### config.mk
export PLATFORM = sky130hd
export DESIGN_NAME = vehicle_command_and_lamp_controller
export DESIGN_NICKNAME = d
export VERILOG_FILES = /design/src/rtl/vclc_pkg.sv /design/src/rtl/vclc_step.sv /design/src/rtl/vehicle_command_and_lamp_controller.sv
export SDC_FILE = /design/constraint.sdc
export NUM_CORES = 2
export LEC_CHECK = 0
export BUFFER_PORTS_ARGS = -buffer_cell sky130_fd_sc_hd__clkbuf_2
export CAP_MARGIN = 10
export CORE_UTILIZATION = 44
export DETAILED_ROUTE_END_ITERATION = 10
export HOLD_SLACK_MARGIN = 0.12
export PLACE_DENSITY = 0.57
export SYNTH_ARGS = -nofsm -noshare
export SYNTH_HDL_FRONTEND = slang
export SYNTH_SLANG_ARGS = --single-unit
### constraint.sdc
create_clock -name clk -period 29.4 [get_ports clk]
set_input_delay 5.88 -clock clk [delete_from_list [all_inputs] [get_ports clk]]
set_output_delay 5.88 -clock clk [all_outputs]
set_load 0.01 [all_outputs]
### src/rtl/vclc_pkg.sv
// Shared types, constants and lookup functions for the vehicle command and lamp controller.
package vclc_pkg;

  localparam int MELODY_NOTES_DEF = 6;
  localparam int CFG_IDX_W = 3;
  localparam int CFG_DATA_W = 16;

  // configuration register indexes
  localparam logic [CFG_IDX_W-1:0] REG_BRAKE_HOLD  = 3'd0;
  localparam logic [CFG_IDX_W-1:0] REG_TURN_HALF   = 3'd1;
  localparam logic [CFG_IDX_W-1:0] REG_ALARM_BLINK = 3'd2;
  localparam logic [CFG_IDX_W-1:0] REG_ALARM_BEEP  = 3'd3;
  localparam logic [CFG_IDX_W-1:0] REG_PARK_DIM    = 3'd4;

  localparam logic [15:0] BRAKE_HOLD_RST  = 16'd1000;
  localparam logic [15:0] TURN_HALF_RST   = 16'd500;
  localparam logic [15:0] ALARM_BLINK_RST = 16'd350;
  localparam logic [15:0] ALARM_BEEP_RST  = 16'd700;
  localparam logic [7:0]  PARK_DIM_RST    = 8'd32;
  localparam logic [7:0]  SPEED_RST       = 8'd150;

  // motor direction pin codes
  localparam logic [1:0] DRV_OFF  = 2'd0;
  localparam logic [1:0] DRV_FWD  = 2'd1;
  localparam logic [1:0] DRV_BACK = 2'd2;

  // lamp flag bit positions
  localparam int FL_HEAD   = 0;
  localparam int FL_PARK   = 1;
  localparam int FL_PMODE  = 2;
  localparam int FL_BRAKE  = 3;
  localparam int FL_HAZARD = 4;
  localparam int FL_REV    = 5;
  localparam int FL_LEFT   = 6;
  localparam int FL_RIGHT  = 7;

  localparam logic [15:0] BEEP_HZ    = 16'd1200;
  localparam logic [15:0] BEEP_MS    = 16'd120;
  localparam logic [9:0]  NOTE_GAP_MS = 10'd40;

  typedef struct packed {
    logic [15:0] brake_hold;
    logic [15:0] turn_half;
    logic [15:0] alarm_blink;
    logic [15:0] alarm_beep;
    logic [7:0]  park_dim;
  } cfg_t;

  typedef struct packed {
    logic [1:0] ldrv;
    logic [1:0] rdrv;
    logic [7:0] lpwm;
    logic [7:0] rpwm;
    logic [7:0] rear;
    logic       head;
    logic       front;
    logic       lturn;
    logic       rturn;
    logic       rev;
  } pins_t;

  typedef struct packed {
    logic [31:0] clock_ms;
    logic [31:0] brake_start;
    logic [31:0] blink_last;
    logic [31:0] alarm_last;
    logic [31:0] beep_last;
    logic [31:0] horn_start;
    logic [31:0] tone_start;
    logic [15:0] tone_freq;
    logic [15:0] tone_len;
    logic [7:0]  speed;
    logic [7:0]  flags;
    logic [2:0]  horn_idx;
    logic        enabled;
    logic        turn_phase;
    logic        alarm_on;
    logic        alarm_phase;
    logic        horn_playing;
    pins_t       pins;
  } state_t;

  function automatic logic [15:0] note_hz(input logic [2:0] idx);
    logic [15:0] hz;
    unique case (idx)
      3'd0:    hz = 16'd523;
      3'd1:    hz = 16'd392;
      3'd2:    hz = 16'd330;
      3'd3:    hz = 16'd262;
      3'd4:    hz = 16'd392;
      default: hz = 16'd523;
    endcase
    return hz;
  endfunction

  function automatic logic [8:0] note_ms(input logic [2:0] idx);
    logic [8:0] ms;
    unique case (idx)
      3'd0:    ms = 9'd160;
      3'd1:    ms = 9'd160;
      3'd2:    ms = 9'd200;
      3'd3:    ms = 9'd260;
      3'd4:    ms = 9'd180;
      default: ms = 9'd300;
    endcase
    return ms;
  endfunction

  // digit*255/9
  function automatic logic [7:0] digit_speed(input logic [3:0] d);
    logic [7:0] sp;
    unique case (d)
      4'd0:    sp = 8'd0;
      4'd1:    sp = 8'd28;
      4'd2:    sp = 8'd56;
      4'd3:    sp = 8'd85;
      4'd4:    sp = 8'd113;
      4'd5:    sp = 8'd141;
      4'd6:    sp = 8'd170;
      4'd7:    sp = 8'd198;
      4'd8:    sp = 8'd226;
      default: sp = 8'd255;
    endcase
    return sp;
  endfunction

endpackage

### src/rtl/vclc_step.sv
// Next-state and pin logic for one command byte or one main-loop pass.
module vclc_step
  import vclc_pkg::*;
#(
  parameter int MELODY_NOTES = MELODY_NOTES_DEF
) (
  input  state_t      st,
  input  cfg_t        cfg,
  input  logic        operation,
  input  logic [7:0]  command_byte,
  input  logic [7:0]  elapsed_ms,
  output state_t      nx,
  output logic [15:0] buzzer_hz
);

  localparam logic [7:0] CH_U_LO = "u";
  localparam logic [7:0] CH_V_LO = "v";
  localparam logic [7:0] CH_W_LO = "w";
  localparam logic [7:0] CH_X_LO = "x";
  localparam logic [7:0] CH_Z_LO = "z";
  localparam logic [7:0] CH_A_LO = "a";
  localparam logic [7:0] CH_0    = "0";
  localparam logic [7:0] CH_9    = "9";
  localparam logic [7:0] CASE_OFS = 8'd32;

  localparam logic [7:0] CMD_F = "F";
  localparam logic [7:0] CMD_B = "B";
  localparam logic [7:0] CMD_L = "L";
  localparam logic [7:0] CMD_R = "R";
  localparam logic [7:0] CMD_G = "G";
  localparam logic [7:0] CMD_H = "H";
  localparam logic [7:0] CMD_I = "I";
  localparam logic [7:0] CMD_J = "J";
  localparam logic [7:0] CMD_U = "U";
  localparam logic [7:0] CMD_V = "V";
  localparam logic [7:0] CMD_X = "X";
  localparam logic [7:0] CMD_Z = "Z";
  localparam logic [7:0] CMD_Y = "Y";
  localparam logic [7:0] CMD_W = "W";
  localparam logic [7:0] CMD_S = "S";
  localparam logic [7:0] CMD_E = "E";

  typedef enum logic [1:0] {DIR_FWD, DIR_BACK, DIR_SPIN_L, DIR_SPIN_R} dir_t;
  typedef enum logic [1:0] {SIDE_NONE, SIDE_LEFT, SIDE_RIGHT} side_t;

  logic [7:0]  upper;
  logic        do_move;
  dir_t        dir;
  side_t       slow;
  side_t       turn;
  logic        rev;
  logic [17:0] red_prod;
  logic [7:0]  red;
  logic [31:0] now;
  logic        ph;
  logic [3:0]  next_idx;
  logic [31:0] tone_age;

  always_comb begin
    nx = st;
    upper = command_byte;
    do_move = 1'b0;
    dir = DIR_FWD;
    slow = SIDE_NONE;
    turn = SIDE_NONE;
    rev = 1'b0;
    now = st.clock_ms;
    ph = 1'b0;
    next_idx = 4'd0;
    // (sp*3)/5 as sp*615 >> 10, exact for 8-bit sp
    red_prod = 18'(st.speed) * 18'd615;
    red = red_prod[17:10];

    if (!operation) begin
      if (command_byte >= CH_A_LO && command_byte <= CH_Z_LO) begin
        upper = command_byte - CASE_OFS;
      end
      if (command_byte == CH_U_LO) begin
        nx.flags[FL_HEAD] = 1'b0;
        nx.pins.head = 1'b0;
      end else if (command_byte == CH_V_LO) begin
        nx.flags[FL_PARK] = 1'b0;
        nx.pins.front = 1'b0;
        nx.pins.rear = 8'd0;
      end else if (command_byte == CH_W_LO) begin
        nx.flags[FL_PMODE] = 1'b0;
        nx.pins.rear = nx.flags[FL_PARK] ? cfg.park_dim : 8'd0;
      end else if (command_byte == CH_X_LO) begin
        nx.flags[FL_HAZARD] = 1'b0;
        nx.pins.lturn = 1'b0;
        nx.pins.rturn = 1'b0;
      end else if (command_byte == CH_Z_LO) begin
        nx.alarm_on = 1'b0;
        nx.tone_freq = 16'd0;
        nx.tone_len = 16'd0;
      end else begin
        unique case (upper)
          CMD_F: begin do_move = 1'b1; dir = DIR_FWD; end
          CMD_B: begin do_move = 1'b1; dir = DIR_BACK; rev = 1'b1; end
          CMD_L: begin do_move = 1'b1; dir = DIR_SPIN_L; turn = SIDE_LEFT; end
          CMD_R: begin do_move = 1'b1; dir = DIR_SPIN_R; turn = SIDE_RIGHT; end
          CMD_G: begin
            do_move = 1'b1; dir = DIR_FWD; slow = SIDE_LEFT; turn = SIDE_LEFT;
          end
          CMD_H: begin
            do_move = 1'b1; dir = DIR_FWD; slow = SIDE_RIGHT; turn = SIDE_RIGHT;
          end
          CMD_I: begin
            do_move = 1'b1; dir = DIR_BACK; slow = SIDE_LEFT; turn = SIDE_LEFT;
            rev = 1'b1;
          end
          CMD_J: begin
            do_move = 1'b1; dir = DIR_BACK; slow = SIDE_RIGHT; turn = SIDE_RIGHT;
            rev = 1'b1;
          end
          CMD_U: begin
            nx.flags[FL_HEAD] = 1'b1;
            nx.pins.head = 1'b1;
          end
          CMD_V: begin
            nx.flags[FL_PARK] = 1'b1;
            nx.pins.front = 1'b1;
            nx.pins.rear = cfg.park_dim;
          end
          CMD_X: nx.flags[FL_HAZARD] = 1'b1;
          CMD_Z: begin
            nx.alarm_on = !st.alarm_on;
            if (st.alarm_on) begin
              nx.tone_freq = 16'd0;
              nx.tone_len = 16'd0;
            end
          end
          CMD_Y: begin
            if (!st.horn_playing) begin
              nx.horn_playing = 1'b1;
              nx.horn_idx = 3'd0;
              nx.horn_start = st.clock_ms;
              nx.tone_freq = note_hz(3'd0);
              nx.tone_len = 16'(note_ms(3'd0));
              nx.tone_start = st.clock_ms;
            end
          end
          CMD_W: begin
            // parking mode is set first, so no brake hold here
            nx.flags[FL_PMODE] = 1'b1;
            nx.pins.ldrv = DRV_OFF;
            nx.pins.rdrv = DRV_OFF;
            nx.pins.lpwm = 8'd0;
            nx.pins.rpwm = 8'd0;
            nx.pins.rear = 8'd255;
            nx.flags[FL_REV] = 1'b0;
            nx.pins.rev = 1'b0;
          end
          CMD_S: begin
            if (!st.flags[FL_PMODE]) begin
              nx.pins.ldrv = DRV_OFF;
              nx.pins.rdrv = DRV_OFF;
              nx.pins.lpwm = 8'd0;
              nx.pins.rpwm = 8'd0;
              nx.flags[FL_BRAKE] = 1'b1;
              nx.brake_start = st.clock_ms;
              nx.pins.rear = 8'd255;
            end
            nx.flags[FL_LEFT] = 1'b0;
            nx.flags[FL_RIGHT] = 1'b0;
            nx.flags[FL_REV] = 1'b0;
            nx.pins.lturn = 1'b0;
            nx.pins.rturn = 1'b0;
            nx.pins.rev = 1'b0;
          end
          CMD_E: begin
            nx.enabled = !st.enabled;
            if (st.enabled) begin
              nx.pins.ldrv = DRV_OFF;
              nx.pins.rdrv = DRV_OFF;
              nx.pins.lpwm = 8'd0;
              nx.pins.rpwm = 8'd0;
              if (!st.flags[FL_PMODE]) begin
                nx.flags[FL_BRAKE] = 1'b1;
                nx.brake_start = st.clock_ms;
                nx.pins.rear = 8'd255;
              end
              nx.flags[FL_REV] = 1'b0;
              nx.pins.rev = 1'b0;
            end
          end
          default: begin
            if (upper >= CH_0 && upper <= CH_9) begin
              nx.speed = digit_speed(4'(upper - CH_0));
            end
          end
        endcase
      end

      if (do_move) begin
        if (st.enabled && !st.flags[FL_PMODE]) begin
          nx.pins.ldrv = (dir == DIR_FWD || dir == DIR_SPIN_R) ? DRV_FWD : DRV_BACK;
          nx.pins.rdrv = (dir == DIR_FWD || dir == DIR_SPIN_L) ? DRV_FWD : DRV_BACK;
          nx.pins.lpwm = (slow == SIDE_LEFT) ? red : st.speed;
          nx.pins.rpwm = (slow == SIDE_RIGHT) ? red : st.speed;
        end
        if (turn == SIDE_LEFT) begin
          nx.flags[FL_LEFT] = 1'b1;
          nx.flags[FL_RIGHT] = 1'b0;
          nx.pins.rturn = 1'b0;
        end else if (turn == SIDE_RIGHT) begin
          nx.flags[FL_LEFT] = 1'b0;
          nx.flags[FL_RIGHT] = 1'b1;
          nx.pins.lturn = 1'b0;
        end
        nx.flags[FL_REV] = rev;
        nx.pins.rev = rev;
      end
    end else begin
      now = st.clock_ms + 32'(elapsed_ms);
      nx.clock_ms = now;

      if (nx.flags[FL_BRAKE] && (now - nx.brake_start) >= 32'(cfg.brake_hold)) begin
        nx.flags[FL_BRAKE] = 1'b0;
        if (!nx.flags[FL_PMODE]) begin
          nx.pins.rear = nx.flags[FL_PARK] ? cfg.park_dim : 8'd0;
        end
      end

      if (nx.flags[FL_HAZARD] || nx.flags[FL_LEFT] || nx.flags[FL_RIGHT]) begin
        if ((now - nx.blink_last) >= 32'(cfg.turn_half)) begin
          nx.blink_last = now;
          nx.turn_phase = !nx.turn_phase;
        end
        ph = nx.turn_phase;
        if (nx.flags[FL_HAZARD]) begin
          nx.pins.lturn = ph;
          nx.pins.rturn = ph;
        end else begin
          nx.pins.lturn = nx.flags[FL_LEFT] & ph;
          nx.pins.rturn = nx.flags[FL_RIGHT] & ph;
        end
      end else begin
        nx.pins.lturn = 1'b0;
        nx.pins.rturn = 1'b0;
      end

      if (nx.alarm_on && !nx.horn_playing) begin
        if ((now - nx.alarm_last) >= 32'(cfg.alarm_blink)) begin
          nx.alarm_last = now;
          nx.alarm_phase = !nx.alarm_phase;
          nx.pins.head = nx.alarm_phase;
          nx.pins.lturn = nx.alarm_phase;
          nx.pins.rturn = nx.alarm_phase;
        end
        if ((now - nx.beep_last) >= 32'(cfg.alarm_beep)) begin
          nx.beep_last = now;
          nx.tone_freq = BEEP_HZ;
          nx.tone_len = BEEP_MS;
          nx.tone_start = now;
        end
      end

      if (nx.horn_playing &&
          (now - nx.horn_start) >= 32'(10'(note_ms(nx.horn_idx)) + NOTE_GAP_MS)) begin
        next_idx = 4'(nx.horn_idx) + 4'd1;
        if (next_idx >= 4'(MELODY_NOTES)) begin
          nx.horn_playing = 1'b0;
          nx.tone_freq = 16'd0;
          nx.tone_len = 16'd0;
        end else begin
          nx.horn_idx = next_idx[2:0];
          nx.horn_start = now;
          nx.tone_freq = note_hz(next_idx[2:0]);
          nx.tone_len = 16'(note_ms(next_idx[2:0]));
          nx.tone_start = now;
        end
      end
    end
  end

  assign tone_age = nx.clock_ms - nx.tone_start;
  assign buzzer_hz = (tone_age < 32'(nx.tone_len)) ? nx.tone_freq : 16'd0;

endmodule

### src/rtl/vehicle_command_and_lamp_controller.sv
// Drive, lamp, alarm and horn controller: one request in, one pin report out per cycle
// while in_stall is low. Each input request is a command byte or a main-loop pass that
// advances the 32-bit millisecond clock by elapsed_ms and then runs brake hold,
// turn/hazard blink, alarm and horn steps. The whole update is combinational logic from
// the input port into the state registers and the output register, so a request's pin
// report appears in the cycle after acceptance; in_stall is raised only while a report
// waits on a stalled output. Configuration writes take effect at the next request.
module vehicle_command_and_lamp_controller
  import vclc_pkg::*;
#(
  parameter int MELODY_NOTES = MELODY_NOTES_DEF
) (
  input  logic                  clk,
  input  logic                  rst_n,
  input  logic                  in_valid,
  output logic                  in_stall,
  input  logic                  in_operation,
  input  logic [7:0]            in_command_byte,
  input  logic [7:0]            in_elapsed_ms,
  output logic                  out_valid,
  input  logic                  out_stall,
  output logic [1:0]            out_left_drive,
  output logic [1:0]            out_right_drive,
  output logic [7:0]            out_left_pwm,
  output logic [7:0]            out_right_pwm,
  output logic                  out_head_lamp,
  output logic                  out_front_park_lamp,
  output logic [7:0]            out_rear_lamp_level,
  output logic                  out_left_turn_lamp,
  output logic                  out_right_turn_lamp,
  output logic                  out_reverse_lamp,
  output logic [15:0]           out_buzzer_hz,
  input  logic                  cfg_we,
  input  logic [CFG_IDX_W-1:0]  cfg_index,
  input  logic [CFG_DATA_W-1:0] cfg_wdata
);

  cfg_t        cfg_r;
  state_t      st_r;
  state_t      st_nxt;
  state_t      st_rst;
  logic [15:0] buzzer_nxt;
  pins_t       pins_out_r;
  logic [15:0] buzzer_r;
  logic        out_valid_r;
  logic        accept;

  assign in_stall = out_valid_r && out_stall;
  assign accept = in_valid && !in_stall;

  always_comb begin
    st_rst = '0;
    st_rst.speed = SPEED_RST;
    st_rst.enabled = 1'b1;
  end

  always_ff @(posedge clk) begin
    if (!rst_n) begin
      cfg_r.brake_hold  <= BRAKE_HOLD_RST;
      cfg_r.turn_half   <= TURN_HALF_RST;
      cfg_r.alarm_blink <= ALARM_BLINK_RST;
      cfg_r.alarm_beep  <= ALARM_BEEP_RST;
      cfg_r.park_dim    <= PARK_DIM_RST;
    end else if (cfg_we) begin
      unique case (cfg_index)
        REG_BRAKE_HOLD:  cfg_r.brake_hold  <= cfg_wdata;
        REG_TURN_HALF:   cfg_r.turn_half   <= cfg_wdata;
        REG_ALARM_BLINK: cfg_r.alarm_blink <= cfg_wdata;
        REG_ALARM_BEEP:  cfg_r.alarm_beep  <= cfg_wdata;
        REG_PARK_DIM:    cfg_r.park_dim    <= cfg_wdata[7:0];
        default: ;
      endcase
    end
  end

  vclc_step #(
    .MELODY_NOTES(MELODY_NOTES)
  ) u_step (
    .st           (st_r),
    .cfg          (cfg_r),
    .operation    (in_operation),
    .command_byte (in_command_byte),
    .elapsed_ms   (in_elapsed_ms),
    .nx           (st_nxt),
    .buzzer_hz    (buzzer_nxt)
  );

  always_ff @(posedge clk) begin
    if (!rst_n) begin
      st_r <= st_rst;
    end else if (accept) begin
      st_r <= st_nxt;
    end
  end

  always_ff @(posedge clk) begin
    if (!rst_n) begin
      out_valid_r <= 1'b0;
    end else if (accept) begin
      out_valid_r <= 1'b1;
    end else if (!out_stall) begin
      out_valid_r <= 1'b0;
    end
  end

  always_ff @(posedge clk) begin
    if (accept) begin
      pins_out_r <= st_nxt.pins;
      buzzer_r <= buzzer_nxt;
    end
  end

  assign out_valid           = out_valid_r;
  assign out_left_drive      = pins_out_r.ldrv;
  assign out_right_drive     = pins_out_r.rdrv;
  assign out_left_pwm        = pins_out_r.lpwm;
  assign out_right_pwm       = pins_out_r.rpwm;
  assign out_head_lamp       = pins_out_r.head;
  assign out_front_park_lamp = pins_out_r.front;
  assign out_rear_lamp_level = pins_out_r.rear;
  assign out_left_turn_lamp  = pins_out_r.lturn;
  assign out_right_turn_lamp = pins_out_r.rturn;
  assign out_reverse_lamp    = pins_out_r.rev;
  assign out_buzzer_hz       = buzzer_r;

  a_accept_reports: assert property (@(posedge clk) disable iff (!rst_n)
    accept |=> out_valid_r)
    else $error("accepted request produced no report");

  a_no_bad_drive: assert property (@(posedge clk) disable iff (!rst_n)
    out_valid_r |-> (pins_out_r.ldrv != 2'd3 && pins_out_r.rdrv != 2'd3))
    else $error("illegal motor direction code");

  a_horn_index: assert property (@(posedge clk) disable iff (!rst_n)
    st_r.horn_playing |-> (32'(st_r.horn_idx) < 32'(MELODY_NOTES)))
    else $error("horn note index past melody");

  a_state_holds: assert property (@(posedge clk) disable iff (!rst_n)
    !accept |=> $stable(st_r))
    else $error("state changed without a request");

  a_reset_idle: assert property (@(posedge clk)
    !rst_n |=> !out_valid_r)
    else $error("report valid after reset");

endmodule
### Word-level counts from Yosys, hierarchy flattened

Memory sizes are Yosys's and may differ from the RTL's.
Cells that the tools add are included.
Widths: inputs -> output; s select.

| storage, ports and cells | value |
|---|---|
| register bits | 433 |
| bits in read-only memories | 128 |
| output and inout port bits | 51 |
| logic and storage cells | 385 |
| memories | 1 |

| cells by class | value |
|---|---|
| add/sub/neg operators | 11 |
| $mul | 1 |
| order comparisons | 11 |
| equal/unequal tests | 59 |
| mux-type cells | 183 |
| bitwise operators | 8 |
| reduce and logical (&&, ||, !) cells | 63 |

Memories:

| name | depth | width | rd ports | clocked after Yosys merged registers in | wr ports | line | source |
|---|---|---|---|---|---|---|---|
| (no name shown) | 16 | 8 | 1 | 0 | 0 | vclc_pkg.sv:112 | `unique case (d)` |

Operators with widths:

| kind | number |
|---|---|
| $mux 28 | 16 |
| $mux 64 | 5 |
| $mux 96 | 3 |
| $mux 34 | 6 |
| $mux 32 | 6 |
| $sub 32x32->32 | 6 |
| $mux 20 | 9 |
| $eq 8x7->1 const B | 21 |
| $mux 31 | 5 |
| $mux 8 | 17 |
| $ge 32x16->1 | 4 |
| $pmux 32 s2 | 2 |
| $mux 111 | 1 |
| $mux 110 | 1 |
| $mux 109 | 1 |
| $mux 107 | 1 |
| $pmux 9 s4 | 2 |
| $mux 2 | 30 |
| $pmux 20 s3 | 1 |
| $mux 1 | 51 |
| $mux 21 | 2 |
| $reduce_and 9->1 | 4 |
| $add 32x8->32 | 1 |
| $ge 32x32->1 | 1 |
| other kinds (56) | 140 |

### Logic depth before layout (Yosys ltp)

| depth | value |
|---|---|
| depth in word-level cells | 31 |
| depth in mapped cells | 55 |
| mapped depth without buffers | 51 |

### Modules after synthesis

Synthesis repeated with hierarchy kept, for this count alone.

| second synthesis, totals | value |
|---|---|
| cell total of the unflattened synthesis | 4921 |
| area, all modules | 38557.0 um^2 |

Modules (own cells, without submodules):

| module | times used | cells each | area an instance (um^2) | seq. area each (um^2) |
|---|---|---|---|---|
| vclc_step | 1 | 3244 | 22037.4 | 0.0 |
| vehicle_command_and_lamp_controller | 1 | 1677 | 16519.6 | 9198.8 |

### Worst setup path after synthesis

OpenSTA, ideal clock, no wires.

| path | value |
|---|---|
| path type | input to register |
| from | input in_elapsed_ms[0] |
| to | register buzzer_r[0], in the netlist out_buzzer_hz[0] (data pin) |
| library setup time | 0.176 ns |
| arrival time | 16.083 ns |
| data required time | 29.224 ns |
| path slack | 13.141 ns |
| cell stages on the path | 53 |
| cells stage by stage | ha_1 -> fa_1 -> a21o_1 -> a21oi_1 -> o21bai_1 -> a21oi_1 -> o21bai_1 -> a21o_1 -> and3_1 -> clkbuf_1 -> xor2_1 -> ha_1 -> clkbuf_1 -> nand2_1 -> or3_1 -> a21o_1 -> nand2_1 -> nor2_1 -> [... 17 more ...] -> nand2b_1 -> a21o_1 -> xor2_1 -> ha_1 -> a21o_1 -> a21o_1 -> a21o_1 -> a21o_1 -> a21o_1 -> a21oi_1 -> o221ai_1 -> nor4b_1 -> o2111a_1 -> o2111ai_1 -> nor4_2 -> nand2b_1 -> buf_1 -> nor4_1 |

| between the ends | value |
|---|---|
| cells in the longest elaborated chain, start to end | 10 |
| elaborated cells on any way between the ends | 14 |
| those cells by class | 4 x add/sub; 3 x order compare; 6 x mux; 1 x reduce/logical |

Ends and longest elaborated chain:

| item | line | source |
|---|---|---|
| from (decl) | vehicle_command_and_lamp_controller.sv:19 | `input logic [7:0] in_elapsed_ms,` |
| $add 32x8->32 (*) | vclc_step.sv:215 | `now = st.clock_ms + 32'(elapsed_ms);` |
| $sub 32x32->32 | vclc_step.sv:251 | `if ((now - nx.beep_last) >= 32'(cfg.alarm_beep)) begin` |
| $ge 32x16->1 | vclc_step.sv:251 |  |
| $mux 64 | vclc_step.sv:251 |  |
| $mux 64 | vclc_step.sv:243 | `if (nx.alarm_on && !nx.horn_playing) begin` |
| $mux 64 | vclc_step.sv:262 | `if (next_idx >= 4'(MELODY_NOTES)) begin` |
| $mux 96 | vclc_step.sv:259 | `if (nx.horn_playing &&` |
| $mux 96 | vclc_step.sv:74 | `if (!operation) begin` |
| $sub 32x32->32 | vclc_step.sv:277 | `assign tone_age = nx.clock_ms - nx.tone_start;` |
| $lt 32x16->1 | vclc_step.sv:278 | `assign buzzer_hz = (tone_age < 32'(nx.tone_len)) ? nx.tone_freq : 16'd0;` |
| to (signal assigned) | vehicle_command_and_lamp_controller.sv:109 | `buzzer_r <= buzzer_nxt;` |
| to (decl) | vehicle_command_and_lamp_controller.sv:44 | `logic [15:0] buzzer_r;` |

Mark *: on every way between the ends. The rest lies on a longest branch, timed or not. The select of a mux whose other input is x is not followed.
A chain may end at the register's enable or synchronous reset.

### Worst setup path in the final report

Same ends and word-level chain as after synthesis.

==> flow_metrics.env <==
export IMPL_diodes=0
export IMPL_finalHoldViolations=0
export IMPL_power_w=0.001881
export IMPL_fmax_ghz=0.05791
export IMPL_cts_buffers=54
export IMPL_grt_first_pass_wirelength_um=175100
export IMPL_worstPathMaxFanout=33
export IMPL_crit_top_cell="a21o_1"
export IMPL_dp_cells=5520
export IMPL_post_cts_buffers=0
export IMPL_drc=0
export IMPL_cts_sinks=433
export IMPL_die_width_um=281.8
export IMPL_min_period_over_period_pct=58.73
export IMPL_gp_congestion=0.9480
export IMPL_cpMaxStageDelayCell="o2111a_1"
export IMPL_r2r_end="out_buzzer_hz[0]"
export IMPL_period_minus_slack_ns=17.27
export IMPL_cts_tree="built"
export IMPL_yosys_warnings=0
export IMPL_vdd_drop_max_mv=0.04661
export IMPL_clockBufferDepth=3
export IMPL_insertion_delay_ns=0.64
export IMPL_via_per_inst=5.837
export IMPL_dp_hpwl_um=83240
export IMPL_syn_num_nets=4969
export IMPL_clk_pin_slew_ns=0.06
export IMPL_synth_area_leaders="dfxtp_1 (22%), ha_1 (12%), a21oi_1 (6.4%)"
export IMPL_ys_ff_latch=433
export IMPL_rsz0062_at_grt="false"
export IMPL_cts_hold_buf=0
export IMPL_row_count=102
export IMPL_required_ns=29.83
export IMPL_final_cells=5622
export IMPL_root_buffer="clkbuf_16"
export IMPL_finalMaxSlewViolations=0
export IMPL_grt_pass1_vias=30905
export IMPL_grt_overflow=0
export IMPL_arrival_ns=17.69
export IMPL_nets=4939
export IMPL_power_density_nw_per_um2=49.93
export IMPL_drive_above_1_share_pct=7.311
export IMPL_endpoint="out_buzzer_hz[0]"
export IMPL_setup_violations=0
export IMPL_path_class="in2reg"
export IMPL_outcome="finished clean"
export IMPL_max_stage_delay_ns=0.47
export IMPL_wl_um=111200
export IMPL_n_fill_cell=7927
export IMPL_finalInstanceArea_sq_um=37660
export IMPL_firstDrtPassIters=6
export IMPL_ff2ff_setup_slack_ns=17.02
export IMPL_wl_per_cell_um=19.78
export IMPL_synth_distinct_cells=94
export IMPL_coreArea_sq_um=77470
export IMPL_vias=32817
export IMPL_netlist_area_leader_share_pct=22.31
export IMPL_p_leak_nw=15.73
export IMPL_die_y_um=281.8
export IMPL_start_util_pct=44.48
export IMPL_numPortBuffers=91
export IMPL_synth_edf_count=49
export IMPL_hold_class="reg2reg"
export IMPL_ctsHtreeMaxLevel=2
export IMPL_fin_tns_setup_ns=0
export IMPL_fin_skew_ns=0.01281
export IMPL_antenna_found_initial=1
export IMPL_slew_headroom_pct=25.48
export IMPL_ctsResizeCount=0
export IMPL_placed_area_sq_um=35820
export IMPL_yosysSeqAreaShare_pct=26.58
export IMPL_avgSynthCellArea_sq_um=7.546
export IMPL_synth_top_cell_by_area="dfxtp_1"
export IMPL_netlist_area_sq_um=34460
export IMPL_r2r_start="st_r[281]"
export IMPL_grt_max_degree=153
export IMPL_drt_iter0_drc=2863
export IMPL_end_kind="flop"
export IMPL_design_die_area_sq_um=79430
export IMPL_crit_path_start="in_elapsed_ms[0]"
export IMPL_synthArstFlopShare_pct=0
export IMPL_tightest_slew_ns=1.108
export IMPL_reg2reg_depth=52
export IMPL_cp_start_kind="primary input"
export IMPL_synthToLayoutAreaGrowth_pct=9.303
export IMPL_max_cap_violations=0
export IMPL_synth_cells=4566
export IMPL_ant_nets=0
export IMPL_track_usage_pct=27.66
export IMPL_synth_ff_type="dfxtp_1"
export IMPL_boundaryPins=92
## worst max-delay path: cells and delay by family
| family | cells | cell delay (ns) |
|---|---|---|
| compound gates | 25 | 5.12 |
| simple gates | 15 | 3.38 |
| fa+ha+maj | 6 | 1.93 |
| buf+inv | 4 | 0.90 |
| xor+xnor | 3 | 0.46 |
## per-layer routing
metal / vias up / global-route usage [%] / routed length, um
li1: 16292 / - / -
met1: 15489 / 39.57 / 54380
met2: 878 / 44.41 / 49020
met3: 158 / 2.544 / 5321
met4: 0 / 6.828 / 2491
met5: - / 0 / 0
## state kept, by name, summed over array words and instances, names as in the netlist
signal and flops:
out_left_turn_lamp 1, out_buzzer_hz 16, out_rear_lamp_level 8, out_head_lamp 1, out_reverse_lamp 1, out_front_park_lamp 1
out_right_turn_lamp 1, out_left_pwm 8, out_right_pwm 8, out_right_drive 2, cfg_r 72, out_left_drive 2
out_valid 1, st_r 311
## power by group
group	internal (W)	switching, W	total (W)
logic	0.000235	0.000335	0.000570
registers	0.000609	0.00000840	0.000617
clock network	0.000399	0.000294	0.000693
## through the flow
step | setup WS (ns) | hold slack [ns] | utilization, %
finish | 12.13 | 0.4514 | 48.62
global route | 11.26 | 0.4685 | 48.62
CTS | 12.18 | 0.4546 | 48.62
detailed placement | 11.52 | 0.4419 | 46.24
global placement | 11.78 | 0.4344 | 46.24
floorplan | 13.14 | 0.4242 | -
## worst min path at each step
| stage | start | end | cells past startpoint |
|---|---|---|---|
| global placement | st_r[16] | st_r[16] | 2 |
| detailed placement | st_r[16] | st_r[16] | 2 |
| global route | st_r[83] | st_r[83] | 2 |
| CTS | st_r[261] | st_r[261] | 2 |
| floorplan | st_r[44] | st_r[44] | 1 |
| finish | st_r[44] | st_r[44] | 1 |
## layout by cell type, fill, tap and decap left out, types with 57 or more instances in the layout
| cell | Yosys | final |
|---|---|---|
| a211oi_1 | 75 | 75 |
| a21o_1 | 94 | 94 |
| a21oi_1 | 444 | 444 |
| and3_1 | 58 | 57 |
| buf_4 | 3 | 72 |
| clkbuf_2 | 0 | 90 |
| dfxtp_1 | 384 | 384 |
| ha_1 | 340 | 340 |
| inv_1 | 321 | 320 |
| mux2i_1 | 67 | 67 |
| nand2_1 | 531 | 529 |
| nand3_1 | 98 | 98 |
| nor2_1 | 444 | 443 |
| nor3_1 | 82 | 81 |
| o211ai_1 | 81 | 81 |
| o21a_1 | 64 | 64 |
| o21ai_0 | 275 | 275 |
| or3_1 | 60 | 60 |
| xnor2_1 | 121 | 121 |
## synthesized netlist by cell type, types with 58 or more instances
cell type	instances
a211oi_1	75
a21o_1	94
a21oi_1	444
and3_1	58
clkbuf_1	217
dfxtp_1	384
ha_1	340
inv_1	321
mux2i_1	67
nand2_1	531
nand3_1	98
nor2_1	444
nor3_1	82
o211ai_1	81
o21a_1	64
o21ai_0	275
or3_1	60
xnor2_1	121
## final cells by class
cell class | instances | area, sq um | area share [%]
multi-input combinational | 3560 | 23140 | 61.43
sequential | 433 | 9159 | 24.32
timing repair buffer | 163 | 996.0 | 2.644
tap | 1040 | 1301 | 3.455
clock inverter | 41 | 405.4 | 1.076
inverter | 324 | 1226 | 3.256
clock buffer | 61 | 1438 | 3.817
## logic make-up after synthesis
group / after synthesis / synth area share (%)
AO/OA/AOI/OAI: 1387 / 25.53
XOR/XNOR: 177 / 4.583
adder cells (fa/ha/maj): 362 / 13.62
buffers and inverters: 573 / 6.344
flip-flops: 433 / 26.58
multiplexers: 82 / 2.437
AND/OR/NAND/NOR: 1552 / 20.90
Power figures use the tool's default switching activity.
